## config.mk

```make
export PLATFORM = sky130hd
export DESIGN_NAME = i2c_target_command_responder_top
export DESIGN_NICKNAME = d
export VERILOG_FILES = /design/src/hw/rtl/i2c_tcr_pkg.sv /design/src/hw/rtl/i2c_tcr_datapath.sv /design/src/hw/rtl/i2c_tcr_ctrl.sv /design/src/hw/rtl/i2c_target_command_responder_top.sv
export SDC_FILE = /design/constraint.sdc
export NUM_CORES = 1
export LEC_CHECK = 0
export BUFFER_PORTS_ARGS = -buffer_cell sky130_fd_sc_hd__buf_2
export CORE_ASPECT_RATIO = 0.75
export CORE_MARGIN = 1.5
export CORE_UTILIZATION = 40
export DETAILED_ROUTE_END_ITERATION = 8
export PLACE_DENSITY = 0.54
export SLEW_MARGIN = 20
export SYNTH_ARGS = -nofsm -noshare
export SYNTH_HDL_FRONTEND = slang
export SYNTH_SLANG_ARGS = --single-unit
```

## constraint.sdc

```tcl
create_clock -name clk_i -period 3.75 [get_ports clk_i]
set_input_delay 0.1875 -clock clk_i [delete_from_list [all_inputs] [get_ports clk_i]]
set_output_delay 0.1875 -clock clk_i [all_outputs]
set_load 0.02 [all_outputs]
```

## src/hw/rtl/i2c_tcr_pkg.sv

```systemverilog
// ----------------------------------------------------------------------------
// I2C target command responder package
// Shared beat types, command and result codes, and sizing constants.
// ----------------------------------------------------------------------------
package i2c_tcr_pkg;

  localparam int unsigned NUM_ENCODERS_DEF = 7;
  localparam int unsigned NUM_KNOBS_DEF    = 3;
  localparam int unsigned NUM_BUTTONS_DEF  = 6;
  localparam int unsigned NUM_TAPES_DEF    = 6;

  localparam int unsigned BUF_DEPTH = 9;
  localparam int unsigned BUF_IDX_W = 4;

  // input command codes
  typedef enum logic [2:0] {
    CMD_WRITE  = 3'd0,
    CMD_READ   = 3'd1,
    CMD_STOP   = 3'd2,
    CMD_ENC    = 3'd3,
    CMD_KNOB   = 3'd4,
    CMD_BUTTON = 3'd5
  } cmd_e;

  // result kinds
  typedef enum logic [2:0] {
    KIND_READ = 3'd0,
    KIND_TAPE = 3'd1,
    KIND_LOOP = 3'd2,
    KIND_DONE = 3'd3,
    KIND_NOTE = 3'd4
  } kind_e;

  // first buffer byte selects the operation
  localparam logic [7:0] OP_ENCODERS = 8'h01;
  localparam logic [7:0] OP_KNOBS    = 8'h02;
  localparam logic [7:0] OP_BUTTONS  = 8'h03;
  localparam logic [7:0] OP_TAPE     = 8'h04;
  localparam logic [7:0] OP_LOOP     = 8'h05;
  localparam logic [7:0] OP_DONE     = 8'h06;
  localparam logic [7:0] OP_NOTE     = 8'h07;

  typedef enum logic {
    ST_IDLE,
    ST_EMIT
  } state_e;

  typedef struct packed {
    logic [2:0]         command;
    logic [7:0]         data_byte;
    logic [2:0]         channel;
    logic signed [15:0] sample_value;
  } in_beat_t;

  typedef struct packed {
    logic [2:0] kind;
    logic [7:0] value;
    logic       last;
    logic [2:0] tape_index;
    logic [7:0] tape_phase;
    logic [7:0] tape_phase_last;
    logic [7:0] tape_phase_rec;
    logic [7:0] tape_pan;
    logic [7:0] tape_amp;
    logic [7:0] tape_fade;
    logic [6:0] tape_flags;
  } out_beat_t;

  // controller -> datapath
  typedef struct packed {
    logic apply;      // input beat accepted, update state
    logic load;       // load output register with result at index
    logic last;       // result being loaded is the final one
    logic is_stop;    // result comes from stop handling
    logic clr_fresh;  // read finished (clears the fresh flags after a knob read)
  } dp_cmd_t;

  // datapath -> controller
  typedef struct packed {
    logic out_free;   // output register can take a beat this cycle
    logic stop_hit;   // stop produces one result
  } dp_stat_t;

endpackage

```

## src/hw/rtl/i2c_tcr_datapath.sv

```systemverilog
// ----------------------------------------------------------------------------
// I2C target command responder datapath
// Command buffer, sensor state, result selection and output register.
// ----------------------------------------------------------------------------
module i2c_tcr_datapath import i2c_tcr_pkg::*; #(
  parameter int unsigned NumEncoders = NUM_ENCODERS_DEF,
  parameter int unsigned NumKnobs    = NUM_KNOBS_DEF,
  parameter int unsigned NumButtons  = NUM_BUTTONS_DEF,
  parameter int unsigned NumTapes    = NUM_TAPES_DEF,
  parameter int unsigned CntW        = 6
) (
  input  logic            clk_i,
  input  logic            rst_ni,
  input  in_beat_t        in_data_i,
  input  dp_cmd_t         cmd_i,
  input  logic [CntW-1:0] idx_i,
  output dp_stat_t        stat_o,
  output logic [CntW-1:0] read_cnt_o,
  input  logic            out_stall_i,
  output logic            out_valid_o,
  output out_beat_t       out_data_o
);

  localparam int unsigned EncW = (NumEncoders > 1) ? $clog2(NumEncoders) : 1;
  localparam int unsigned KnW  = (NumKnobs > 1) ? $clog2(NumKnobs) : 1;
  localparam int unsigned BtnW = (NumButtons > 1) ? $clog2(NumButtons) : 1;

  logic [7:0]          buf_q [BUF_DEPTH];
  logic [7:0]          wp_q;
  logic                open_q;
  logic [15:0]         enc_q [NumEncoders];
  logic [14:0]         knob_q [NumKnobs];
  logic [NumKnobs-1:0] fresh_q;
  logic [NumButtons-1:0] btn_q;
  logic                out_valid_q;
  out_beat_t           out_q;

  logic [7:0]  wp_eff;
  logic [EncW-1:0] enc_sel;
  logic [KnW-1:0]  knob_sel;
  logic [BtnW-1:0] btn_sel;
  out_beat_t   res;

  assign wp_eff   = open_q ? wp_q : 8'd0;
  assign enc_sel  = idx_i[EncW:1];
  assign knob_sel = idx_i[KnW:1];
  assign btn_sel  = idx_i[BtnW-1:0];

  always_comb begin
    case (buf_q[0])
      OP_ENCODERS: read_cnt_o = CntW'(2 * NumEncoders);
      OP_KNOBS:    read_cnt_o = CntW'(2 * NumKnobs);
      OP_BUTTONS:  read_cnt_o = CntW'(NumButtons);
      default:     read_cnt_o = '0;
    endcase
  end

  always_comb begin
    stat_o.out_free = !out_valid_q || !out_stall_i;
    case (buf_q[0])
      OP_TAPE:                   stat_o.stop_hit = 32'(buf_q[1]) < NumTapes;
      OP_LOOP, OP_DONE, OP_NOTE: stat_o.stop_hit = 1'b1;
      default:                   stat_o.stop_hit = 1'b0;
    endcase
  end

  // result for the current index
  always_comb begin
    res      = '0;
    res.last = cmd_i.last;
    if (!cmd_i.is_stop) begin
      res.kind = KIND_READ;
      case (buf_q[0])
        OP_ENCODERS: res.value = idx_i[0] ? enc_q[enc_sel][7:0] : enc_q[enc_sel][15:8];
        OP_KNOBS:    res.value = idx_i[0] ? knob_q[knob_sel][7:0]
                                          : {fresh_q[knob_sel], knob_q[knob_sel][14:8]};
        OP_BUTTONS:  res.value = {7'd0, btn_q[btn_sel]};
        default:     res.value = '0;
      endcase
    end else begin
      case (buf_q[0])
        OP_TAPE: begin
          res.kind            = KIND_TAPE;
          res.tape_index      = buf_q[1][2:0];
          res.tape_phase      = buf_q[2];
          res.tape_phase_last = buf_q[3];
          res.tape_phase_rec  = buf_q[4];
          res.tape_pan        = buf_q[5];
          res.tape_amp        = buf_q[6];
          res.tape_fade       = buf_q[7];
          res.tape_flags      = buf_q[8][6:0];
        end
        OP_LOOP: begin
          res.kind  = KIND_LOOP;
          res.value = buf_q[1];
        end
        OP_DONE: res.kind = KIND_DONE;
        OP_NOTE: begin
          res.kind  = KIND_NOTE;
          res.value = buf_q[1];
        end
        default: res.kind = KIND_READ;
      endcase
    end
  end

  always_ff @(posedge clk_i or negedge rst_ni) begin
    if (!rst_ni) begin
      for (int i = 0; i < BUF_DEPTH; i++) buf_q[i] <= '0;
      for (int i = 0; i < NumEncoders; i++) enc_q[i] <= '0;
      for (int i = 0; i < NumKnobs; i++) knob_q[i] <= '0;
      wp_q    <= '0;
      open_q  <= 1'b0;
      fresh_q <= '0;
      btn_q   <= '0;
    end else begin
      if (cmd_i.apply) begin
        case (cmd_e'(in_data_i.command))
          CMD_WRITE: begin
            if (32'(wp_eff) < BUF_DEPTH) buf_q[wp_eff[BUF_IDX_W-1:0]] <= in_data_i.data_byte;
            wp_q   <= wp_eff + 8'd1;
            open_q <= 1'b1;
          end
          CMD_READ, CMD_STOP: open_q <= 1'b0;
          CMD_ENC: begin
            if (32'(in_data_i.channel) < NumEncoders)
              enc_q[EncW'(in_data_i.channel)] <= in_data_i.sample_value;
          end
          CMD_KNOB: begin
            if (32'(in_data_i.channel) < NumKnobs) begin
              knob_q[KnW'(in_data_i.channel)]  <= in_data_i.sample_value[14:0];
              fresh_q[KnW'(in_data_i.channel)] <= 1'b1;
            end
          end
          CMD_BUTTON: begin
            if (32'(in_data_i.channel) < NumButtons)
              btn_q[BtnW'(in_data_i.channel)] <= in_data_i.sample_value[0];
          end
          default: ;
        endcase
      end
      if (cmd_i.clr_fresh && buf_q[0] == OP_KNOBS) fresh_q <= '0;
    end
  end

  always_ff @(posedge clk_i or negedge rst_ni) begin
    if (!rst_ni) begin
      out_valid_q <= 1'b0;
    end else if (cmd_i.load) begin
      out_valid_q <= 1'b1;
    end else if (!out_stall_i) begin
      out_valid_q <= 1'b0;
    end
  end

  always_ff @(posedge clk_i) begin
    if (cmd_i.load) out_q <= res;
  end

  assign out_valid_o = out_valid_q;
  assign out_data_o  = out_q;

endmodule

```

## src/hw/rtl/i2c_tcr_ctrl.sv

```systemverilog
// ----------------------------------------------------------------------------
// I2C target command responder controller
// Accepts beats and sequences result emission for read and stop commands.
// ----------------------------------------------------------------------------
module i2c_tcr_ctrl import i2c_tcr_pkg::*; #(
  parameter int unsigned CntW = 6
) (
  input  logic            clk_i,
  input  logic            rst_ni,
  input  logic            in_valid_i,
  input  logic [2:0]      in_command_i,
  output logic            in_stall_o,
  input  dp_stat_t        stat_i,
  input  logic [CntW-1:0] read_cnt_i,
  output dp_cmd_t         cmd_o,
  output logic [CntW-1:0] idx_o
);

  state_e          state_q, state_d;
  logic [CntW-1:0] idx_q, idx_d;
  logic [CntW-1:0] cnt_q, cnt_d;
  logic            stop_q, stop_d;
  logic            accept;

  assign accept     = in_valid_i && (state_q == ST_IDLE);
  assign in_stall_o = (state_q != ST_IDLE);
  assign idx_o      = idx_q;

  always_ff @(posedge clk_i or negedge rst_ni) begin
    if (!rst_ni) begin
      state_q <= ST_IDLE;
      idx_q   <= '0;
      cnt_q   <= '0;
      stop_q  <= 1'b0;
    end else begin
      state_q <= state_d;
      idx_q   <= idx_d;
      cnt_q   <= cnt_d;
      stop_q  <= stop_d;
    end
  end

  always_comb begin
    state_d         = state_q;
    idx_d           = idx_q;
    cnt_d           = cnt_q;
    stop_d          = stop_q;
    cmd_o           = '0;
    cmd_o.apply     = accept;
    cmd_o.is_stop   = stop_q;
    case (state_q)
      ST_IDLE: begin
        idx_d = '0;
        if (accept) begin
          if (cmd_e'(in_command_i) == CMD_READ && read_cnt_i != '0) begin
            state_d = ST_EMIT;
            cnt_d   = read_cnt_i;
            stop_d  = 1'b0;
          end else if (cmd_e'(in_command_i) == CMD_STOP && stat_i.stop_hit) begin
            state_d = ST_EMIT;
            cnt_d   = CntW'(1);
            stop_d  = 1'b1;
          end
        end
      end
      ST_EMIT: begin
        if (stat_i.out_free) begin
          cmd_o.load = 1'b1;
          cmd_o.last = (idx_q == cnt_q - CntW'(1));
          if (cmd_o.last) begin
            state_d         = ST_IDLE;
            cmd_o.clr_fresh = !stop_q;
          end else begin
            idx_d = idx_q + CntW'(1);
          end
        end
      end
      default: state_d = ST_IDLE;
    endcase
  end

endmodule

```

## src/hw/rtl/i2c_target_command_responder_top.sv

```systemverilog
// ----------------------------------------------------------------------------
// I2C target command responder
// Register-style I2C target front end: command buffer and sensor readback.
// ----------------------------------------------------------------------------
// Input channel (in_valid_i / in_stall_o / in_data_i) carries bus write bytes,
// read requests, stop/restart events and sensor updates. Output channel
// (out_valid_o / out_stall_i / out_data_o) carries read bytes and stop results;
// out_data_o.last flags the final beat caused by one input beat.
// Writes, sensor updates and commands with no result do not stall, and the
// next beat is taken in the following cycle.
// A read request or stop with results holds in_stall_o high while its results
// are loaded into the output register one per cycle while that register is free
// (up to the largest of 2*NumEncoders, 2*NumKnobs and NumButtons, 14 by default).
// The result sequencer is gated only by the single output register, so a
// stalled receiver freezes emission; the last result may still wait in that
// register while the next input beat is accepted.
// Reset clears the command buffer, write pointer, transfer flag, all sensor
// state and the output valid.
// ----------------------------------------------------------------------------
module i2c_target_command_responder_top import i2c_tcr_pkg::*; #(
  parameter int unsigned NumEncoders = NUM_ENCODERS_DEF,
  parameter int unsigned NumKnobs    = NUM_KNOBS_DEF,
  parameter int unsigned NumButtons  = NUM_BUTTONS_DEF,
  parameter int unsigned NumTapes    = NUM_TAPES_DEF
) (
  input  logic      clk_i,
  input  logic      rst_ni,
  input  logic      in_valid_i,
  output logic      in_stall_o,
  input  in_beat_t  in_data_i,
  output logic      out_valid_o,
  input  logic      out_stall_i,
  output out_beat_t out_data_o
);

  localparam int unsigned MaxA   = (NumEncoders > NumKnobs) ? 2 * NumEncoders : 2 * NumKnobs;
  localparam int unsigned MaxRes = (MaxA > NumButtons) ? MaxA : NumButtons;
  localparam int unsigned CntW   = $clog2(MaxRes + 1);

  dp_cmd_t         dp_cmd;
  dp_stat_t        dp_stat;
  logic [CntW-1:0] idx;
  logic [CntW-1:0] read_cnt;

  i2c_tcr_ctrl #(
    .CntW (CntW)
  ) u_ctrl (
    .clk_i        (clk_i),
    .rst_ni       (rst_ni),
    .in_valid_i   (in_valid_i),
    .in_command_i (in_data_i.command),
    .in_stall_o   (in_stall_o),
    .stat_i       (dp_stat),
    .read_cnt_i   (read_cnt),
    .cmd_o        (dp_cmd),
    .idx_o        (idx)
  );

  i2c_tcr_datapath #(
    .NumEncoders (NumEncoders),
    .NumKnobs    (NumKnobs),
    .NumButtons  (NumButtons),
    .NumTapes    (NumTapes),
    .CntW        (CntW)
  ) u_dp (
    .clk_i       (clk_i),
    .rst_ni      (rst_ni),
    .in_data_i   (in_data_i),
    .cmd_i       (dp_cmd),
    .idx_i       (idx),
    .stat_o      (dp_stat),
    .read_cnt_o  (read_cnt),
    .out_stall_i (out_stall_i),
    .out_valid_o (out_valid_o),
    .out_data_o  (out_data_o)
  );

endmodule

```

; After elaboration in Yosys (flattened, before gate mapping)
; Cells that the tools add are included.
[word_totals]
out_inout_bits = 72
wordCells = 177
inputBits = 34
register_bits = 328
[classes]
muxes = 58
bitwise_logic = 7
addsub = 3
reduce_logical = 35
magnitude_cmp = 19
eq_ne = 16
[ops]
columns = op, count
row1 = 112-bit bitwise mux, 1
row2 = 72-bit bitwise mux, 1
row3 = 16-bit binary-select mux with 3-bit select, 1
row4 = 16-bit demux with 3-bit select, 1
row5 = 16-bit two-way mux, 3
row6 = 8-bit two-way mux, 6
row7 = 45-bit bitwise mux, 1
row8 = 15-bit two-way mux, 3
row9 = 8-bit demux with 4-bit select, 1
row10 = "8-bit by 3-bit equality test with 1-bit output, second input constant", 4
row11 = 15-bit binary-select mux with 2-bit select, 1
row12 = 15-bit demux with 2-bit select, 1
row13 = 8-bit case mux with 3 select lines, 1
row14 = 3-bit AND reduction, 6
row15 = "8-bit by 2-bit equality test with 1-bit output, second input constant", 2
row16 = 1-bit two-way mux, 16
row17 = 4-bit two-way mux, 4
row18 = 4-bit case mux with 2 select lines, 2
row19 = 3-bit two-way mux, 4
row20 = 3-bit case mux with 4 select lines, 1
row21 = 2-bit AND reduction, 5
row22 = 2-bit nonzero test, 5
row23 = 1-bit logical AND, 9
row24 = "8-bit by 1-bit adder with 8-bit output, second input constant", 1
row25 = other kinds (41), 58

; Longest topological paths before layout
[logic_depth]
ltp_word = 9
depth_mapped = 8
ltp_nobuf = 8

; Hierarchy
; From an unflattened synthesis, not the netlist that was laid out.
[hier_totals]
hier_cells = 1018
hier_area_um2 = 14398.8
[modules_own_cells]
columns = module, seq_area_each_um2, area_each_um2, cells_per_inst, n_inst
row1 = i2c_tcr_datapath, 8282.9, 13709.4, 944, 1
row2 = i2c_tcr_ctrl, 250.2, 689.4, 74, 1

; Worst setup path before layout
; Ideal clock, no wire load.
[synth_timing]
kind = reg2reg
startpoint = register u_ctrl.state_q, in the netlist u_ctrl.in_stall_o
endpoint = register u_dp.out_q (netlist bit u_dp.out_data_o[0]) (enable)
path_buffers = 0
synth_period_minus_slack_ps = 2488
slack_ps = 1262
setup_ps = 424
t_required_ps = 3326
stages_incl_launch_ff = 3
t_arrival_ps = 2064
path_cell_list = dfrtp_1 nand2_1 inv_1
[synth_lines]
columns = element, line_no
row1 = start: declaration, i2c_tcr_ctrl.sv:19  ; state_e state_q, state_d;
row2 = start signal: assignment, i2c_tcr_ctrl.sv:36  ; state_q <= state_d;
row3 = end signal: assignment, i2c_tcr_datapath.sv:157  ; if (cmd_i.load) out_q <= res;
row4 = end: declaration, i2c_tcr_datapath.sv:36  ; out_beat_t out_q;

; Worst setup path after layout
[layout_timing]
startpoint = register u_ctrl.state_q, in the netlist u_ctrl.in_stall_o
endpoint = register u_dp.enc_q[1] (netlist name)
[layout_between]
elab_chain_len = 3
[layout_lines]
columns = element, line_no
row1 = 1-bit NOT (no source line), n/a
row2 = 1-bit logical AND, i2c_tcr_ctrl.sv:25  ; assign accept = in_valid_i && (state_q == ST_IDLE);
row3 = 3-bit AND reduction (no source line), n/a
row4 = end signal: indexed assignment, i2c_tcr_datapath.sv:127  ; enc_q[EncW'(in_data_i.channel)] <= in_data_i.sample_value;
row5 = end: declaration, i2c_tcr_datapath.sv:31  ; logic [15:0] enc_q [NumEncoders];
; Every way passes these cells.
; A chain may end at the register's enable or synchronous reset.

==> metrics.md <==
| Metric | Value |
|---|---|
| Synthesized Nets | 1029 |
| Top achievable clock speed | 0.3747 GHz |
| Synth Area per Inst | 14.33 um2 |
| Power Total | 10.10 mW |
| Status | finished clean |
| I/O pins | 106 |
| Largest area contributor in the netlist | dfrtp_1 |
| Arrival time worst endpoint | 3070 ps |
| Crit path from | u_ctrl.in_stall_o |
| Largest vdd supply drop | 0.3365 mV |
| Pleak | 7.495 nW |
| Simple-Gate Fraction of Synth Area | 8.972% |
| Detailed router's first-iteration violation count | 589 |
| Flops & latches, synth | 325 |
| Wirelength per Cell | 21.78 um |
| DR vias | 8443 |
| Initial antenna violation count | 2 |
| GR Overflow Total | 0 |
| Clock root cell | clkbuf_16 |
| # Max-Cap Violations | 0 |
| TritonRoute pass-1 iters | 5 |
| CP max FO | 11 |
| Post-CTS setup buffer count | 0 |
| CTS tree | yes |
| Highest-delay cell along the critical path | dfrtp_1 |
| Post_cts resized | 0 |
| Hold_buf cts | 3 |
| Starting Density | 40.67% |
| Post-synthesis xor/xnor area fraction | 0.4689% |
| Warnings from Yosys | 0 |
| Rel. slew slack | 35.01% |
| Worst Hold Class | in2reg |
| Final worst path period share | 71.16% |
| DRC violations left | 0 |
| CP peak stage delay | 480 ps |
| Non-filler cells, final | 1591 |
| Synth Instances | 987 |
| Worst reg2reg setup slack | 1080 ps |
| WP data required | 4150 ps |
| Final net count | 1149 |
| Share of layout cells above drive strength 1 | 41.57% |
| Post-synthesis sequential area ratio | 59.99% |
| Top FF cell, synth | dfrtp_1 |
| Die H | 165.8 um |
| Leading cell type in the layout, fill and taps excluded | dfrtp_1 |
| Placed inst area | 15290 um2 |
| Top cell type's share of synthesized area | 45.12% |
| Area grow syn2layout | 16.70% |
| Post-layout util | 47.46% |
| CTS sink cnt | 325 |
| Largest net degree at the start of global routing | 121 |
| First-pass GRT wire length | 54.27 mm |
| PwrDens | 612.1 nW/um2 |
| Worst setup EP type | flop |
| GPL Wtd Cong | 0.7882 |
| H-tree depth | 2 |
| Post-synth cell types | 61 |
| GRT Total Usage | 19.64% |
| Slew Viols, Final | 0 |
| Syn Std Cell Area | 14140 um2 |
| Register-to-Register Path Depth | 6 |
| Final Critical Period | 2669 ps |
| Startpoint Class | flop |
| Critical-path cell list | nor3b_2 -> nand3_1 -> or2_0 -> nor2_2 -> buf_12 -> mux2_2 |
| Fillers | 3095 |
| Hold Vio Cnt, Final | 0 |
| Post-route ant nets | 0 |
| Setup TNS | 0 ps |
| Largest family of logic cells by synthesized area | multiplexers |
| Worst setup path category | reg2reg |
| Worst Max-Slew Pin Slew | 974.8 ps |
| Setup Skew | 21.59 ps |
| Die width | 220.1 um |
| Worst reg2reg path endpoint | u_dp.enc_q[1] |
| Compound-Gate Fraction of Synth Area | 4.813% |
| Fin area | 16500 um2 |
| Post-synthesis mux area share | 23.36% |
| R2r startpoint | u_ctrl.in_stall_o |
| HPWL Detailed | 22.44 mm |
| IO buf count | 105 |
| CTS max path bufs | 3 |
| Asr flop ratio synth | 78.46% |
| Placed Cells | 1524 |
| Worst-skew pair later-pin latency | 530 ps |
| Via density | 5.307 |
| Setup violators final | 0 |
| Most frequent cells in the layout | dfrtp_1 (253), mux2_2 (236), buf_2 (104) |
| RSZ-0062 raised after global routing | no |
| Core ar. | 34770 um2 |
| HP Start | in_data_i[15] |
| Cts bufs inserted | 35 |
| EDFF count, synth | 70 |
| WL final | 34.66 mm |
| Die Footprint | 36500 um2 |
| Row count | 59 |
| Clock transition at the registers of the reported paths | 60 ps |
| Synth Area in Adders | 0.7078% |
| Number of global-route vias before repair | 8670 |
| Top cells by area, synth | dfrtp_1 (45%), mux2_2 (19%), edfxtp_1 (15%), and2_1 (2.8%), mux4_2 (2.7%) |
| Critical Path End | u_dp.enc_q[1] |
-- cell usage after synthesis, types with 10 or more instances --
cell / count
buf_2: 13
o2bb2ai_1: 13
and2_1: 64
a21oi_1: 16
nand3_1: 11
o22ai_1: 16
dfrtp_1: 255
mux2_2: 236
clkbuf_1: 27
mux2i_1: 24
mux4_2: 17
nand2_1: 29
inv_1: 10
nor2_1: 51
edfxtp_1: 70
-- through the flow --
stage	hold slack [ps]	worst slack [ps]
after floorplan	-108.1	1262
after global placement	168.9	1166
after detailed placement	170.0	1067
after CTS	10.34	1071
after global routing	26.82	872.8
final	37.88	1081
-- final cells by class --
cell class	instances	area, um2	share of cell area (%)
multi-input combinational	605	5433	32.92
tap	457	571.8	3.465
clock inverter	8	81.33	0.4928
clock buffer	55	1102	6.679
inverter	11	41.29	0.2502
timing repair buffer	129	785.8	4.761
sequential	325	8486	51.42
antenna	1	2.502	0.01516
-- critical path, delay by kind of cell, from the launching register on --
family / cells / cell delay [ps]
buffers and inverters: 1 / 210
muxes: 1 / 340
DFF: 1 / 480
and+or+nand+nor: 4 / 1510
-- cell families (layout without fill, tap and decap cells) --
| kind of cell | count (synthesis) | count (layout) |
|---|---|---|
| and+or+nand+nor | 217 | 217 |
| other | 0 | 1 |
| adders and majority gates | 8 | 8 |
| buffers and inverters | 57 | 203 |
| muxes | 279 | 279 |
| DFF | 325 | 325 |
| AOI/OAI and AO/OA | 95 | 95 |
| xor gates and xnor gates | 6 | 6 |
-- flip-flops by register name, summed over array words and instances (netlist names) --
name,cells
u_ctrl.idx_o,4
u_dp.enc_q,112
u_dp.open_q,1
u_dp.buf_q,71
u_dp.btn_q,6
u_dp.fresh_q,3
u_dp.out_valid_o,1
u_dp.wp_q,8
u_dp.knob_q,45
u_dp.out_data_o,70
u_ctrl.cnt_q,3
u_ctrl.in_stall_o,1
-- where the power goes --
part           switching, mW  internal [mW]  total, mW
clock                   1.42           2.09       3.51
sequential             0.427           4.32       4.75
combinational           1.08          0.760       1.84
-- metal layers --
| layer | vias up | wire length (um) | track usage, % |
|---|---|---|---|
| li1 | 3846 | - | - |
| met1 | 4386 | 18020 | 32.16 |
| met2 | 164 | 14420 | 26.87 |
| met3 | 47 | 1680 | 3.132 |
| met4 | 0 | 527 | 4.466 |
| met5 | - | 0 | 0 |
-- worst min path at each step --
| stage | slack [ps] | depth (start not counted) | to |
|---|---|---|---|
| 3_3_place_gp | 170 | 1 | u_dp.enc_q[45] |
| 3_5_place_dp | 170 | 1 | u_dp.enc_q[45] |
| 6_report | 40 | 2 | u_dp.enc_q[31] |
| 5_1_grt | 30 | 2 | u_dp.enc_q[95] |
| 2_1_floorplan | -110 | 0 | u_ctrl.cnt_q[0] |
| 4_1_cts | 10 | 2 | u_dp.enc_q[31] |
(Power assumes the default switching activity.)
